$ cat src/hdl/bbmm_pkg.sv
// ----------------------------------------------------------------------------
// Motor mixer package
// Shared types, register map and fixed constants of the balance controller.
// ----------------------------------------------------------------------------
package bbmm_pkg;

    localparam int DATA_W     = 16;
    localparam int ANGLE_W    = 13;
    localparam int PERIOD_W   = 5;
    localparam int INTEG_W    = 9;
    localparam int TURN_W     = 11;
    localparam int APB_ADDR_W = 5;
    localparam int APB_DATA_W = 32;

    // Half and full turn in sixteenths of a degree.
    localparam logic signed [13:0] HALF_TURN_Q4 = 14'sd2880;
    localparam logic signed [13:0] FULL_TURN_Q4 = 14'sd5760;

    // Register map, one word per register.
    typedef enum logic [2:0] {
        REG_VEL_PGAIN  = 3'd0,
        REG_VEL_IGAIN  = 3'd1,
        REG_HEADING_KP = 3'd2,
        REG_TURN_KP    = 3'd3,
        REG_TILT_KP    = 3'd4,
        REG_TILT_KD    = 3'd5,
        REG_CENTRE     = 3'd6,
        REG_GYRO_BIAS  = 3'd7
    } t_reg_idx;

    typedef enum logic [1:0] {
        TURN_RATE    = 2'd0,
        TURN_HEADING = 2'd1,
        TURN_HOLD    = 2'd2
    } t_turn_mode;

    localparam logic signed [15:0] RST_VEL_PGAIN  = 16'sd2560;
    localparam logic signed [15:0] RST_VEL_IGAIN  = 16'sd256;
    localparam logic signed [15:0] RST_HEADING_KP = 16'sd2560;
    localparam logic signed [15:0] RST_TURN_KP    = 16'sd2560;
    localparam logic signed [15:0] RST_TILT_KP    = 16'sd23040;
    localparam logic signed [15:0] RST_TILT_KD    = 16'sd256;
    localparam logic signed [12:0] RST_CENTRE     = -13'sd96;
    localparam logic signed [15:0] RST_GYRO_BIAS  = 16'sd53;

    typedef struct packed {
        logic signed [15:0] vel_pgain;
        logic signed [15:0] vel_igain;
        logic signed [15:0] heading_kp;
        logic signed [15:0] turn_kp;
        logic signed [15:0] tilt_kp;
        logic signed [15:0] tilt_kd;
        logic signed [12:0] centre;
        logic signed [15:0] gyro_bias;
    } t_cfg;

    // One control tick as captured at the input.
    typedef struct packed {
        logic signed [12:0] roll_angle;
        logic signed [15:0] pitch_rate;
        logic signed [12:0] yaw_angle;
        logic signed [12:0] heading_target;
        logic signed [15:0] turn_rate_target;
        logic [1:0]         turn_mode;
        logic signed [15:0] fwd_demand;
        logic signed [15:0] wheel_speed_sum;
        logic               run_enable;
    } t_tick;

    // Products and control flags handed from the multiply stage to the mix stage.
    typedef struct packed {
        logic               run;
        logic signed [29:0] tilt_p;
        logic signed [32:0] tilt_d;
        logic signed [32:0] turn_prod;
        logic               turn_heading;
        logic               turn_update;
        logic               speed_fire;
        logic signed [32:0] speed_p;
        logic signed [24:0] speed_i;
    } t_prod;

endpackage

$ cat src/hdl/bbmm_regs.sv
// ----------------------------------------------------------------------------
// Motor mixer configuration registers
// APB-style register file holding the loop gains, centre angle and gyro bias.
// ----------------------------------------------------------------------------
module bbmm_regs
    import bbmm_pkg::*;
(
    input  logic                  i_clk,
    input  logic                  i_rst_n,
    input  logic                  psel,
    input  logic                  penable,
    input  logic                  pwrite,
    input  logic [APB_ADDR_W-1:0] paddr,
    input  logic [APB_DATA_W-1:0] pwdata,
    output logic [APB_DATA_W-1:0] prdata,
    output logic                  pready,
    output t_cfg                  o_cfg
);

    t_cfg     r_cfg;
    t_reg_idx reg_idx;

    assign reg_idx = t_reg_idx'(paddr[APB_ADDR_W-1:2]);
    assign pready  = 1'b1;
    assign o_cfg   = r_cfg;

    always_ff @(posedge i_clk) begin
        if (!i_rst_n) begin
            r_cfg.vel_pgain  <= RST_VEL_PGAIN;
            r_cfg.vel_igain  <= RST_VEL_IGAIN;
            r_cfg.heading_kp <= RST_HEADING_KP;
            r_cfg.turn_kp    <= RST_TURN_KP;
            r_cfg.tilt_kp    <= RST_TILT_KP;
            r_cfg.tilt_kd    <= RST_TILT_KD;
            r_cfg.centre     <= RST_CENTRE;
            r_cfg.gyro_bias  <= RST_GYRO_BIAS;
        end else if (psel && penable && pwrite) begin
            case (reg_idx)
                REG_VEL_PGAIN:  r_cfg.vel_pgain  <= pwdata[15:0];
                REG_VEL_IGAIN:  r_cfg.vel_igain  <= pwdata[15:0];
                REG_HEADING_KP: r_cfg.heading_kp <= pwdata[15:0];
                REG_TURN_KP:    r_cfg.turn_kp    <= pwdata[15:0];
                REG_TILT_KP:    r_cfg.tilt_kp    <= pwdata[15:0];
                REG_TILT_KD:    r_cfg.tilt_kd    <= pwdata[15:0];
                REG_CENTRE:     r_cfg.centre     <= pwdata[12:0];
                REG_GYRO_BIAS:  r_cfg.gyro_bias  <= pwdata[15:0];
                default: ;
            endcase
        end
    end

    // Reads return the register sign-extended to the bus width.
    always_comb begin
        case (reg_idx)
            REG_VEL_PGAIN:  prdata = {{16{r_cfg.vel_pgain[15]}}, r_cfg.vel_pgain};
            REG_VEL_IGAIN:  prdata = {{16{r_cfg.vel_igain[15]}}, r_cfg.vel_igain};
            REG_HEADING_KP: prdata = {{16{r_cfg.heading_kp[15]}}, r_cfg.heading_kp};
            REG_TURN_KP:    prdata = {{16{r_cfg.turn_kp[15]}}, r_cfg.turn_kp};
            REG_TILT_KP:    prdata = {{16{r_cfg.tilt_kp[15]}}, r_cfg.tilt_kp};
            REG_TILT_KD:    prdata = {{16{r_cfg.tilt_kd[15]}}, r_cfg.tilt_kd};
            REG_CENTRE:     prdata = {{19{r_cfg.centre[12]}}, r_cfg.centre};
            REG_GYRO_BIAS:  prdata = {{16{r_cfg.gyro_bias[15]}}, r_cfg.gyro_bias};
            default:        prdata = '0;
        endcase
    end

endmodule

$ cat src/hdl/bbmm_terms.sv
// ----------------------------------------------------------------------------
// Motor mixer multiply stage
// Forms the tilt, turn and speed products of one tick and keeps the speed
// loop's period counter and integral.
// ----------------------------------------------------------------------------
module bbmm_terms
    import bbmm_pkg::*;
#(
    parameter int SPEED_PERIOD   = 20,
    parameter int INTEGRAL_LIMIT = 150
) (
    input  logic  i_clk,
    input  logic  i_rst_n,
    input  t_cfg  i_cfg,
    input  logic  i_valid,
    input  t_tick i_tick,
    output logic  o_ready,
    input  logic  i_dn_ready,
    output logic  o_valid,
    output t_prod o_prod
);

    localparam logic [PERIOD_W-1:0] PERIOD_END = PERIOD_W'(SPEED_PERIOD);
    localparam logic signed [17:0]  ILIM       = 18'(INTEGRAL_LIMIT);

    logic                       r_valid;
    t_prod                      r_prod;
    logic [PERIOD_W-1:0]        r_period;
    logic signed [INTEG_W-1:0]  r_integ;

    t_prod                      n_prod;
    logic [PERIOD_W-1:0]        n_period;
    logic signed [INTEG_W-1:0]  n_integ;

    logic                       take;
    logic signed [13:0]         roll_err;
    logic signed [16:0]         gyro;
    logic signed [13:0]         head_err;
    logic signed [13:0]         head_wrap;
    logic                       head_ok;
    logic signed [16:0]         turn_op;
    logic signed [15:0]         turn_gain;
    logic signed [16:0]         speed_err;
    logic signed [17:0]         integ_sum;
    logic signed [29:0]         tilt_p;
    logic signed [32:0]         tilt_d;
    logic signed [32:0]         turn_prod;
    logic signed [32:0]         speed_p;
    logic signed [24:0]         speed_i;

    assign o_ready = !r_valid || i_dn_ready;
    assign take    = i_valid && o_ready;
    assign o_valid = r_valid;
    assign o_prod  = r_prod;

    always_comb begin
        roll_err = 14'(i_tick.roll_angle) - 14'(i_cfg.centre);
        gyro     = 17'(i_cfg.gyro_bias) - 17'(i_tick.pitch_rate);
        tilt_p   = roll_err * i_cfg.tilt_kp;
        tilt_d   = gyro * i_cfg.tilt_kd;

        // Heading error folded into the half-open range of plus or minus half a turn.
        head_err  = 14'(i_tick.yaw_angle) - 14'(i_tick.heading_target);
        head_ok   = 1'b1;
        head_wrap = head_err;
        if (head_err >= -FULL_TURN_Q4 && head_err < -HALF_TURN_Q4) begin
            head_wrap = head_err + FULL_TURN_Q4;
        end else if (head_err >= -HALF_TURN_Q4 && head_err < HALF_TURN_Q4) begin
            head_wrap = head_err;
        end else if (head_err >= HALF_TURN_Q4 && head_err <= FULL_TURN_Q4) begin
            head_wrap = head_err - FULL_TURN_Q4;
        end else begin
            head_ok = 1'b0;
        end

        n_prod.turn_heading = 1'b0;
        n_prod.turn_update  = 1'b0;
        turn_op             = 17'(i_tick.turn_rate_target);
        turn_gain           = i_cfg.turn_kp;
        case (t_turn_mode'(i_tick.turn_mode))
            TURN_RATE: begin
                n_prod.turn_update = i_tick.run_enable;
            end
            TURN_HEADING: begin
                turn_op             = 17'(head_wrap);
                turn_gain           = i_cfg.heading_kp;
                n_prod.turn_heading = 1'b1;
                n_prod.turn_update  = i_tick.run_enable && head_ok;
            end
            default: ;
        endcase
        turn_prod = turn_op * turn_gain;

        // Speed loop runs on the tick that brings the counter to the period.
        n_period  = r_period + PERIOD_W'(1);
        speed_err = 17'(i_tick.fwd_demand) - 17'(i_tick.wheel_speed_sum);
        integ_sum = 18'(r_integ) + 18'(speed_err);
        if (integ_sum > ILIM) begin
            n_integ = INTEG_W'(ILIM);
        end else if (integ_sum < -ILIM) begin
            n_integ = INTEG_W'(-ILIM);
        end else begin
            n_integ = INTEG_W'(integ_sum);
        end
        speed_p = speed_err * i_cfg.vel_pgain;
        speed_i = n_integ * i_cfg.vel_igain;

        n_prod.run        = i_tick.run_enable;
        n_prod.tilt_p     = tilt_p;
        n_prod.tilt_d     = tilt_d;
        n_prod.turn_prod  = turn_prod;
        n_prod.speed_fire = i_tick.run_enable && (n_period >= PERIOD_END);
        n_prod.speed_p    = speed_p;
        n_prod.speed_i    = speed_i;
    end

    always_ff @(posedge i_clk) begin
        if (!i_rst_n) begin
            r_valid  <= 1'b0;
            r_period <= '0;
            r_integ  <= '0;
        end else begin
            if (o_ready) begin
                r_valid <= i_valid;
            end
            if (take && i_tick.run_enable) begin
                if (n_prod.speed_fire) begin
                    r_period <= '0;
                    r_integ  <= n_integ;
                end else begin
                    r_period <= n_period;
                end
            end
        end
    end

    always_ff @(posedge i_clk) begin
        if (take) begin
            r_prod <= n_prod;
        end
    end

    a_integ_bound: assert property (@(posedge i_clk) disable iff (!i_rst_n)
        (r_integ <= INTEG_W'(ILIM)) && (r_integ >= INTEG_W'(-ILIM)))
        else $error("speed integral outside its limit");

    a_period_bound: assert property (@(posedge i_clk) disable iff (!i_rst_n)
        r_period < PERIOD_END)
        else $error("period counter passed the speed period");

endmodule

$ cat src/hdl/bbmm_mix.sv
// ----------------------------------------------------------------------------
// Motor mixer output stage
// Scales and limits the three terms, keeps the held turn and speed terms and
// registers the two saturated motor drives.
// ----------------------------------------------------------------------------
module bbmm_mix
    import bbmm_pkg::*;
#(
    parameter int TURN_LIMIT = 500
) (
    input  logic                     i_clk,
    input  logic                     i_rst_n,
    input  logic                     i_valid,
    input  t_prod                    i_prod,
    output logic                     o_ready,
    output logic                     o_valid,
    input  logic                     i_stall,
    output logic signed [DATA_W-1:0] o_left_drive,
    output logic signed [DATA_W-1:0] o_right_drive
);

    localparam logic signed [33:0] TLIM = 34'(TURN_LIMIT);

    logic                      r_valid;
    logic signed [DATA_W-1:0]  r_left;
    logic signed [DATA_W-1:0]  r_right;
    logic signed [DATA_W-1:0]  r_speed_term;
    logic signed [TURN_W-1:0]  r_turn_term;

    logic signed [DATA_W-1:0]  n_left;
    logic signed [DATA_W-1:0]  n_right;
    logic signed [DATA_W-1:0]  n_speed_term;
    logic signed [TURN_W-1:0]  n_turn_term;

    logic                      take;
    logic signed [33:0]        tilt_acc;
    logic signed [33:0]        tilt_rnd;
    logic signed [DATA_W-1:0]  angle;
    logic signed [33:0]        turn_rnd;
    logic signed [33:0]        turn_scaled;
    logic signed [33:0]        speed_acc;
    logic signed [33:0]        speed_rnd;
    logic signed [DATA_W-1:0]  speed_use;
    logic signed [TURN_W-1:0]  turn_use;
    logic signed [33:0]        left_sum;
    logic signed [33:0]        right_sum;

    function automatic logic signed [DATA_W-1:0] sat16(input logic signed [33:0] x);
        logic signed [DATA_W-1:0] y;
        if (x > 34'sd32767) begin
            y = 16'sh7FFF;
        end else if (x < -34'sd32768) begin
            y = 16'sh8000;
        end else begin
            y = x[DATA_W-1:0];
        end
        return y;
    endfunction

    assign o_ready       = !r_valid || !i_stall;
    assign take          = i_valid && o_ready;
    assign o_valid       = r_valid;
    assign o_left_drive  = r_left;
    assign o_right_drive = r_right;

    always_comb begin
        // Shifts round toward zero: negative sums get the shifted-out mask added first.
        tilt_acc = 34'(i_prod.tilt_p) + 34'(i_prod.tilt_d);
        tilt_rnd = tilt_acc + (tilt_acc[33] ? 34'sd4095 : 34'sd0);
        angle    = sat16(tilt_rnd >>> 12);

        if (i_prod.turn_heading) begin
            turn_rnd    = 34'(i_prod.turn_prod) + (i_prod.turn_prod[32] ? 34'sd4095 : 34'sd0);
            turn_scaled = turn_rnd >>> 12;
        end else begin
            turn_rnd    = 34'(i_prod.turn_prod) + (i_prod.turn_prod[32] ? 34'sd255 : 34'sd0);
            turn_scaled = turn_rnd >>> 8;
        end
        if (turn_scaled > TLIM) begin
            n_turn_term = TURN_W'(TLIM);
        end else if (turn_scaled < -TLIM) begin
            n_turn_term = TURN_W'(-TLIM);
        end else begin
            n_turn_term = TURN_W'(turn_scaled);
        end

        speed_acc    = 34'(i_prod.speed_p) + 34'(i_prod.speed_i);
        speed_rnd    = speed_acc + (speed_acc[33] ? 34'sd255 : 34'sd0);
        n_speed_term = sat16(speed_rnd >>> 8);

        speed_use = i_prod.speed_fire  ? n_speed_term : r_speed_term;
        turn_use  = i_prod.turn_update ? n_turn_term  : r_turn_term;

        left_sum  = 34'(angle) - 34'(speed_use) + 34'(turn_use);
        right_sum = 34'(angle) - 34'(speed_use) - 34'(turn_use);

        if (i_prod.run) begin
            n_left  = sat16(left_sum);
            n_right = sat16(right_sum);
        end else begin
            n_left  = '0;
            n_right = '0;
        end
    end

    always_ff @(posedge i_clk) begin
        if (!i_rst_n) begin
            r_valid      <= 1'b0;
            r_speed_term <= '0;
            r_turn_term  <= '0;
        end else begin
            if (o_ready) begin
                r_valid <= i_valid;
            end
            if (take && i_prod.speed_fire) begin
                r_speed_term <= n_speed_term;
            end
            if (take && i_prod.turn_update) begin
                r_turn_term <= n_turn_term;
            end
        end
    end

    always_ff @(posedge i_clk) begin
        if (take) begin
            r_left  <= n_left;
            r_right <= n_right;
        end
    end

    a_turn_bound: assert property (@(posedge i_clk) disable iff (!i_rst_n)
        (r_turn_term <= TURN_W'(TLIM)) && (r_turn_term >= TURN_W'(-TLIM)))
        else $error("held turn term outside its limit");

    a_speed_hold: assert property (@(posedge i_clk) disable iff (!i_rst_n)
        !(take && i_prod.speed_fire) |=> $stable(r_speed_term))
        else $error("speed term changed between speed loop runs");

endmodule

$ cat src/hdl/balance_robot_motor_mixer.sv
// ----------------------------------------------------------------------------
// Balance robot motor mixer
// Tilt PD, turn term and speed PI of a two-wheel balancing robot, mixed into
// left and right motor drives, one control tick per item.
//
//   Channel   Direction  Handshake           Payload
//   tick      in         i_valid / o_stall   roll, rates, targets, mode, run
//   drive     out        o_valid / i_stall   left and right drive
//   config    in         APB write and read  gains, centre angle, gyro bias
//
// An item can be taken every cycle while o_stall is low. Its drives pass through
// the input register, the product register and the output register in turn,
// as the multiplies are split from the rounding and mixing.
// Synchronous reset clears all valid flags and controller state and loads the
// register reset values.
// o_stall rises only when all three stages hold items and i_stall is high.
// ----------------------------------------------------------------------------
module balance_robot_motor_mixer
    import bbmm_pkg::*;
#(
    parameter int SPEED_PERIOD   = 20,
    parameter int INTEGRAL_LIMIT = 150,
    parameter int TURN_LIMIT     = 500
) (
    input  logic                      i_clk,
    input  logic                      i_rst_n,
    input  logic                      psel,
    input  logic                      penable,
    input  logic                      pwrite,
    input  logic [APB_ADDR_W-1:0]     paddr,
    input  logic [APB_DATA_W-1:0]     pwdata,
    output logic [APB_DATA_W-1:0]     prdata,
    output logic                      pready,
    input  logic                      i_valid,
    output logic                      o_stall,
    input  logic signed [12:0]        i_roll_angle,
    input  logic signed [15:0]        i_pitch_rate,
    input  logic signed [12:0]        i_yaw_angle,
    input  logic signed [12:0]        i_heading_target,
    input  logic signed [15:0]        i_turn_rate_target,
    input  logic [1:0]                i_turn_mode,
    input  logic signed [15:0]        i_fwd_demand,
    input  logic signed [15:0]        i_wheel_speed_sum,
    input  logic                      i_run_enable,
    output logic                      o_valid,
    input  logic                      i_stall,
    output logic signed [DATA_W-1:0]  o_left_drive,
    output logic signed [DATA_W-1:0]  o_right_drive
);

    t_cfg   cfg;
    logic   r_in_valid;
    t_tick  r_tick;
    t_tick  n_tick;
    logic   in_ready;
    logic   terms_ready;
    logic   prod_valid;
    t_prod  prod;
    logic   mix_ready;

    assign in_ready = !r_in_valid || terms_ready;
    assign o_stall  = !in_ready;

    always_comb begin
        n_tick.roll_angle       = i_roll_angle;
        n_tick.pitch_rate       = i_pitch_rate;
        n_tick.yaw_angle        = i_yaw_angle;
        n_tick.heading_target   = i_heading_target;
        n_tick.turn_rate_target = i_turn_rate_target;
        n_tick.turn_mode        = i_turn_mode;
        n_tick.fwd_demand       = i_fwd_demand;
        n_tick.wheel_speed_sum  = i_wheel_speed_sum;
        n_tick.run_enable       = i_run_enable;
    end

    always_ff @(posedge i_clk) begin
        if (!i_rst_n) begin
            r_in_valid <= 1'b0;
        end else if (in_ready) begin
            r_in_valid <= i_valid;
        end
    end

    always_ff @(posedge i_clk) begin
        if (i_valid && in_ready) begin
            r_tick <= n_tick;
        end
    end

    bbmm_regs u_regs (
        .i_clk   (i_clk),
        .i_rst_n (i_rst_n),
        .psel    (psel),
        .penable (penable),
        .pwrite  (pwrite),
        .paddr   (paddr),
        .pwdata  (pwdata),
        .prdata  (prdata),
        .pready  (pready),
        .o_cfg   (cfg)
    );

    bbmm_terms #(
        .SPEED_PERIOD   (SPEED_PERIOD),
        .INTEGRAL_LIMIT (INTEGRAL_LIMIT)
    ) u_terms (
        .i_clk      (i_clk),
        .i_rst_n    (i_rst_n),
        .i_cfg      (cfg),
        .i_valid    (r_in_valid),
        .i_tick     (r_tick),
        .o_ready    (terms_ready),
        .i_dn_ready (mix_ready),
        .o_valid    (prod_valid),
        .o_prod     (prod)
    );

    bbmm_mix #(
        .TURN_LIMIT (TURN_LIMIT)
    ) u_mix (
        .i_clk         (i_clk),
        .i_rst_n       (i_rst_n),
        .i_valid       (prod_valid),
        .i_prod        (prod),
        .o_ready       (mix_ready),
        .o_valid       (o_valid),
        .i_stall       (i_stall),
        .o_left_drive  (o_left_drive),
        .o_right_drive (o_right_drive)
    );

    a_no_idle_stall: assert property (@(posedge i_clk) disable iff (!i_rst_n)
        !i_stall |-> !o_stall)
        else $error("input stalled while the output side was free");

endmodule

$ cat config.mk
export PLATFORM = sky130hd
export DESIGN_NAME = balance_robot_motor_mixer
export DESIGN_NICKNAME = d
export VERILOG_FILES = /design/src/hdl/bbmm_pkg.sv /design/src/hdl/bbmm_regs.sv /design/src/hdl/bbmm_terms.sv /design/src/hdl/bbmm_mix.sv /design/src/hdl/balance_robot_motor_mixer.sv
export SDC_FILE = /design/constraint.sdc
export NUM_CORES = 2
export LEC_CHECK = 0
export BUFFER_PORTS_ARGS = -buffer_cell sky130_fd_sc_hd__buf_2
export CAP_MARGIN = 15
export CORE_UTILIZATION = 45
export DETAILED_ROUTE_END_ITERATION = 8
export GPL_ROUTABILITY_DRIVEN = 1
export SYNTH_ARGS = -nofsm -noshare
export SYNTH_HDL_FRONTEND = slang
export SYNTH_SLANG_ARGS = --single-unit
$ cat constraint.sdc
create_clock -name i_clk -period 10.75 [get_ports i_clk]
set_clock_uncertainty 0.1 [all_clocks]
set_input_delay 1.075 -clock i_clk [delete_from_list [all_inputs] [get_ports i_clk]]
set_output_delay 1.075 -clock i_clk [all_outputs]
set_load 0.03 [all_outputs]
Word level (Yosys, flattened, before mapping)
Index checks and enable logic that the tools add are counted.
Cells by class
  eq/ne operators: 8
  $add $sub $neg: 17
  $lt $le $gt $ge: 19
  reductions and logical operators: 34
  bitwise operators: 1
  mux-type cells: 31
  multiply operators: 5
Operator list (number)
  $pmux 32 s8: 1
  $mux 16: 8
  $mul 17x16->33: 3
  $gt 34x16->1 const B: 2
  $lt 34x16->1 const B: 2
  $sub 16x16->17: 3
  $mux 14: 3
  $add 30x33->34: 1
  $add 33x13->34: 1
  $add 33x25->34: 1
  $add 33x9->34: 1
  $add 34x13->34: 1
  $add 34x9->34: 1
  $gt 34x10->1 const B: 1
  $lt 34x10->1 const B: 1
  $mux 34: 1
  $mux 11: 3
  $mul 14x16->30: 1
  $mux 15: 2
  $ge 14x13->1 const B: 2
  $lt 14x13->1 const B: 2
  $sub 13x13->14: 2
  $gt 26x16->1 const B: 1
  $lt 26x16->1 const B: 1
  33 further kinds: 70
Word-level totals
  input port bits: 150
  flip-flop bits (word level): 465
  output and inout bits: 67
  word-level logic and storage cells: 152

Logic depth before layout (Yosys ltp)
  word-level depth: 12
  gate-level depth with buffers: 52
  depth with buffers taken out: 49

Cells and area by module
From an unflattened synthesis, not the netlist that was laid out.
Unflattened totals
  cells, all modules: 8424
  area, all modules: 76467.1 µm²
By module, submodules not included
  bbmm_terms: area each 55021.5 µm², cells an instance 5924, instances 1, sequential area each 5044.8 µm²
  bbmm_mix: area each 12266.8 µm², cells an instance 1654, instances 1, sequential area each 1521.5 µm²
  bbmm_regs: area each 5948.2 µm², cells an instance 736, instances 1, sequential area each 2502.4 µm²
  balance_robot_motor_mixer: area each 3230.6 µm², cells an instance 110, instances 1, sequential area each 3203.1 µm²

Worst setup path before layout
Ideal clock, no wire load.
  path type: register -> register
  from: register r_tick[17] in the netlist's numbering
  to: register u_terms.r_prod (netlist bit u_terms.o_prod[23]), data pin
  path slack: -151 ps
  arrival time: 10535 ps
  period minus slack after synthesis: 10901 ps
  setup time: 266 ps
  cell stages (with the launch flop): 53
  cell sequence: edfxtp_1 > inv_1 > ha_1 > inv_1 > fa_1 > a21o_1 > a21oi_1 > o21ai_0 > a21oi_1 > o21ai_0 > a21oi_1 > o21bai_1 > a21oi_1 > o21ai_0 > a21o_1 > a21oi_1 > xnor2_1 > clkbuf_1 > [... 17 more ...] > fa_1 > inv_1 > ha_1 > ha_1 > fa_1 > a21o_1 > a21oi_1 > o21bai_1 > a21oi_1 > o21bai_1 > a21oi_1 > o21ai_0 > a21o_1 > a21oi_1 > o21ba_2 > o21ai_0 > o41ai_1 > xnor2_1
RTL lines
  start: declaration: line balance_robot_motor_mixer.sv:53  | t_tick r_tick;
  start signal: assignment: line balance_robot_motor_mixer.sv:86  | r_tick <= n_tick;
  end signal: assignment: line bbmm_terms.sv:139  | r_prod <= n_prod;
  end: declaration: line bbmm_terms.sv:27  | t_prod r_prod;

==> impl_results.md <==
- DP HPWL: 170 mm
- Max cap viols: 0
- WS Path Type: reg2reg
- Worst Setup Start Kind: flop
- Crit-path max cell delay: 0.52 ns
- VDD IR max: 0.238 mV
- Cell types occupying the most area after synthesis: fa_1, edfxtp_1, ha_1
- Iteration-0 DRC Markers: 4447
- Period utilization: 0.955
- Antenna violation net count after detailed routing: 0
- FF+latch count, synth: 465
- Die height: 406 µm
- Final hold slack: 0.352 ns
- Synthesized area per cell: 9.00 µm²
- Synth unique cells: 97
- DIE AREA: 165000 µm²
- Row count: 147
- Worst-path clk slew: 0.06 ns
- CP Capture Point: u_terms.o_prod[92]
- Most common cell after layout, fill and taps aside: inv_1
- Clk Latency, worst-skew pair: 0.72 ns
- Core area: 161000 µm²
- Longest Clk Path Bufs: 3
- Reg2Reg Depth: 44
- Largest net degree at the start of global routing: 98
- CTS Buf Count: 60
- CTS H-tree depth: 2
- Synth async-reset ratio: 0
- Synth area leader: fa_1
- Cell Pwr Density: 174 nW/µm²
- Final min period: approximately 10 ns
- Final Core Density: 0.503
- Top_reg_cell synth: edfxtp_1
- GRT overflow: 0
- # nets final: 10300
- IO Port Bufs: about 200
- HP Class: reg2reg
- Detailed-route DRC error count: 0
- Tot GR Track Use: 0.257
- Vias: 57500
- CTS tree: yes
- Sequential share of the synthesized area: 0.167
- Commonest cells after routing, fill and taps aside: inv_1, nand2_1, fa_1
- Max transition margin: 0.216
- Final setup fails: 0
- Die X: 406 µm
- R2R Path Start: r_tick[64]
- Area of the mapped netlist: 73400 µm²
- Pre-antenna DRT Iters: 5
- Critical path depth: 44
- Vias in the first global route: 58800
- Slowest CP cell: fa_1
- Crit path DAT: 10.61 ns
- Vias per std cell: between 5 and 6
- Hold Vio Cnt, Final: 0
- Area grow syn2layout: 10.5%
- YS warnings: 0
- Routed WL: 208 mm
- Share of the synthesized area in the top cell type: 0.318
- Worst Path Buf+Inv: 9
- Worst R2R Setup Slack: between 0.4 and 0.5 ns
- Static Leakage: 36.2 nW
- CP max FO: 4
- WP data required: 11.09 ns
- Boundary pin count: 217
- Sink Count: 465
- Max-slew violations: 0
- Kind of cell adding the most delay to the critical path: adder cells
- Critical path capture point type: flop
- Fmax: 97.4 MHz
- Worst setup startpoint: r_tick[64]
- Clock root cell: clkbuf_16
- Status: finished clean
- Layout cells sized above 1: 0.0987
- Post-synth EDFFs: 296
- Worst Max-Slew Pin Slew: 1.17 ns
- Layout fillers: 15200
- Synth Net Count: 10100
- DR WL/cell: 19.6 µm
- GP Congestion: around 0.93
- First-pass GRT wire length: 329 mm
- Antenna violations before repair: 25
- Crit Reg-Reg Endpoint: u_terms.o_prod[92]
- Synth Instances: slightly above 8000
- Initial core utilization: 0.455
==> per-stage QoR <==
step | cell area [µm²] | setup TNS, ns | cells | setup WS [ns] | total power (W)
finish | 81100 | 0 | 10600 | 0.481 | 0.0141
global route | 81100 | -0.0538 | 10600 | -0.0538 | 0.0153
CTS | 80600 | 0 | 10600 | 0.0165 | 0.0140
detailed placement | 78400 | -5.79 | 10500 | -0.215 | 0.0118
global placement | 78400 | -2.42 | 10500 | -0.0984 | 0.0117
floorplan | 73400 | 0 | 8156 | 0.0146 | 0.00856
==> report_power, final <==
part           switching (W)  internal [W]  leakage, nW
registers           0.000114       0.00234         4.20
logic                0.00556       0.00395         31.1
clock network       0.000907       0.00121        0.974
==> worst min-delay path by stage <==
stage / startpoint / endpoint / depth (start not counted)
finish: u_mix.r_turn_term[7] / u_mix.r_turn_term[7] / 2
CTS: u_mix.r_turn_term[7] / u_mix.r_turn_term[7] / 2
global route: u_mix.r_turn_term[7] / u_mix.r_turn_term[7] / 2
floorplan: u_mix.r_turn_term[7] / u_mix.r_turn_term[7] / 2
global placement: u_regs.o_cfg[18] / u_regs.o_cfg[18] / 2
detailed placement: u_mix.r_turn_term[7] / u_mix.r_turn_term[7] / 2
==> synthesized netlist by cell type (24+ instances only) <==
cell / n
a211oi_1: 48
a21boi_0: 24
a21o_1: 118
a21oi_1: 391
a31oi_1: 44
and2_1: 353
and3_1: 43
clkbuf_1: 299
dfxtp_1: 169
edfxtp_1: 296
fa_1: 1167
ha_1: 592
inv_1: 1330
mux2i_1: 35
nand2_1: 1199
nand2b_1: 95
nand3_1: 129
nand4_1: 37
nor2_1: 357
nor2b_1: 114
nor3_1: 111
nor4_1: 42
o211ai_1: 64
o21a_1: 49
o21ai_0: 220
o21bai_1: 44
o31ai_1: 25
or2_2: 30
or3_1: 35
xnor2_1: 241
xor2_1: 87
==> kinds of logic after synthesis <==
logic type,after synthesis,synth area share
buf+inv,1688,0.0878
compound gates,1249,0.111
mux,54,0.00876
other cells,1,0.0000511
simple gates,2612,0.167
flops,465,0.167
fa+ha+maj,1759,0.419
xor+xnor,328,0.0391
==> worst min-delay path, cell delays in order, from the launching register on <==
cell,delay (ns)
dfxtp_1,0.30
nand2_1,0.05
a21oi_1,0.05
==> state kept, by name, summed over array words and instances (netlist names) <==
name                 flops
r_in_valid               1
u_regs.o_cfg           125
r_tick                 106
u_mix.r_turn_term       11
u_mix.o_left_drive      16
u_terms.o_valid          1
u_terms.o_prod         158
u_mix.o_right_drive     16
u_terms.r_period         5
u_mix.r_speed_term      16
u_mix.o_valid            1
u_terms.r_integ          9
==> final cells by class <==
type | instances | area, µm² | area share
tap | 2160 | 2700 | 0.0333
inverter | 1332 | 5000 | 0.0617
sequential | 465 | 12300 | 0.151
timing repair buffer | 553 | 3770 | 0.0465
clock buffer | 72 | 1580 | 0.0194
clock inverter | 42 | 484 | 0.00597
antenna | 6 | 15.0 | 0.000185
multi-input combinational | 6003 | 55300 | 0.682
==> per-layer routing <==
| metal | GRT usage | share of wire |
|---|---|---|
| met1 | 0.355 | 0.44 |
| met5 | 0 | 0.00012 |
| met3 | 0.0428 | 0.075 |
| met2 | 0.418 | 0.46 |
| met4 | 0.0675 | 0.028 |
==> timing repair <==
| item | in CTS | in global routing |
|---|---|---|
| setup buffers | 0 | 13 |
| cloned | 0 | 1 |
| pin swaps | 2 | 49 |
| resized for setup | 13 | 116 |
| hold buffers | 0 | 0 |
| setup endpoints to repair | 33 | 52 |
No activity file was read; power rests on OpenSTA's default activity.
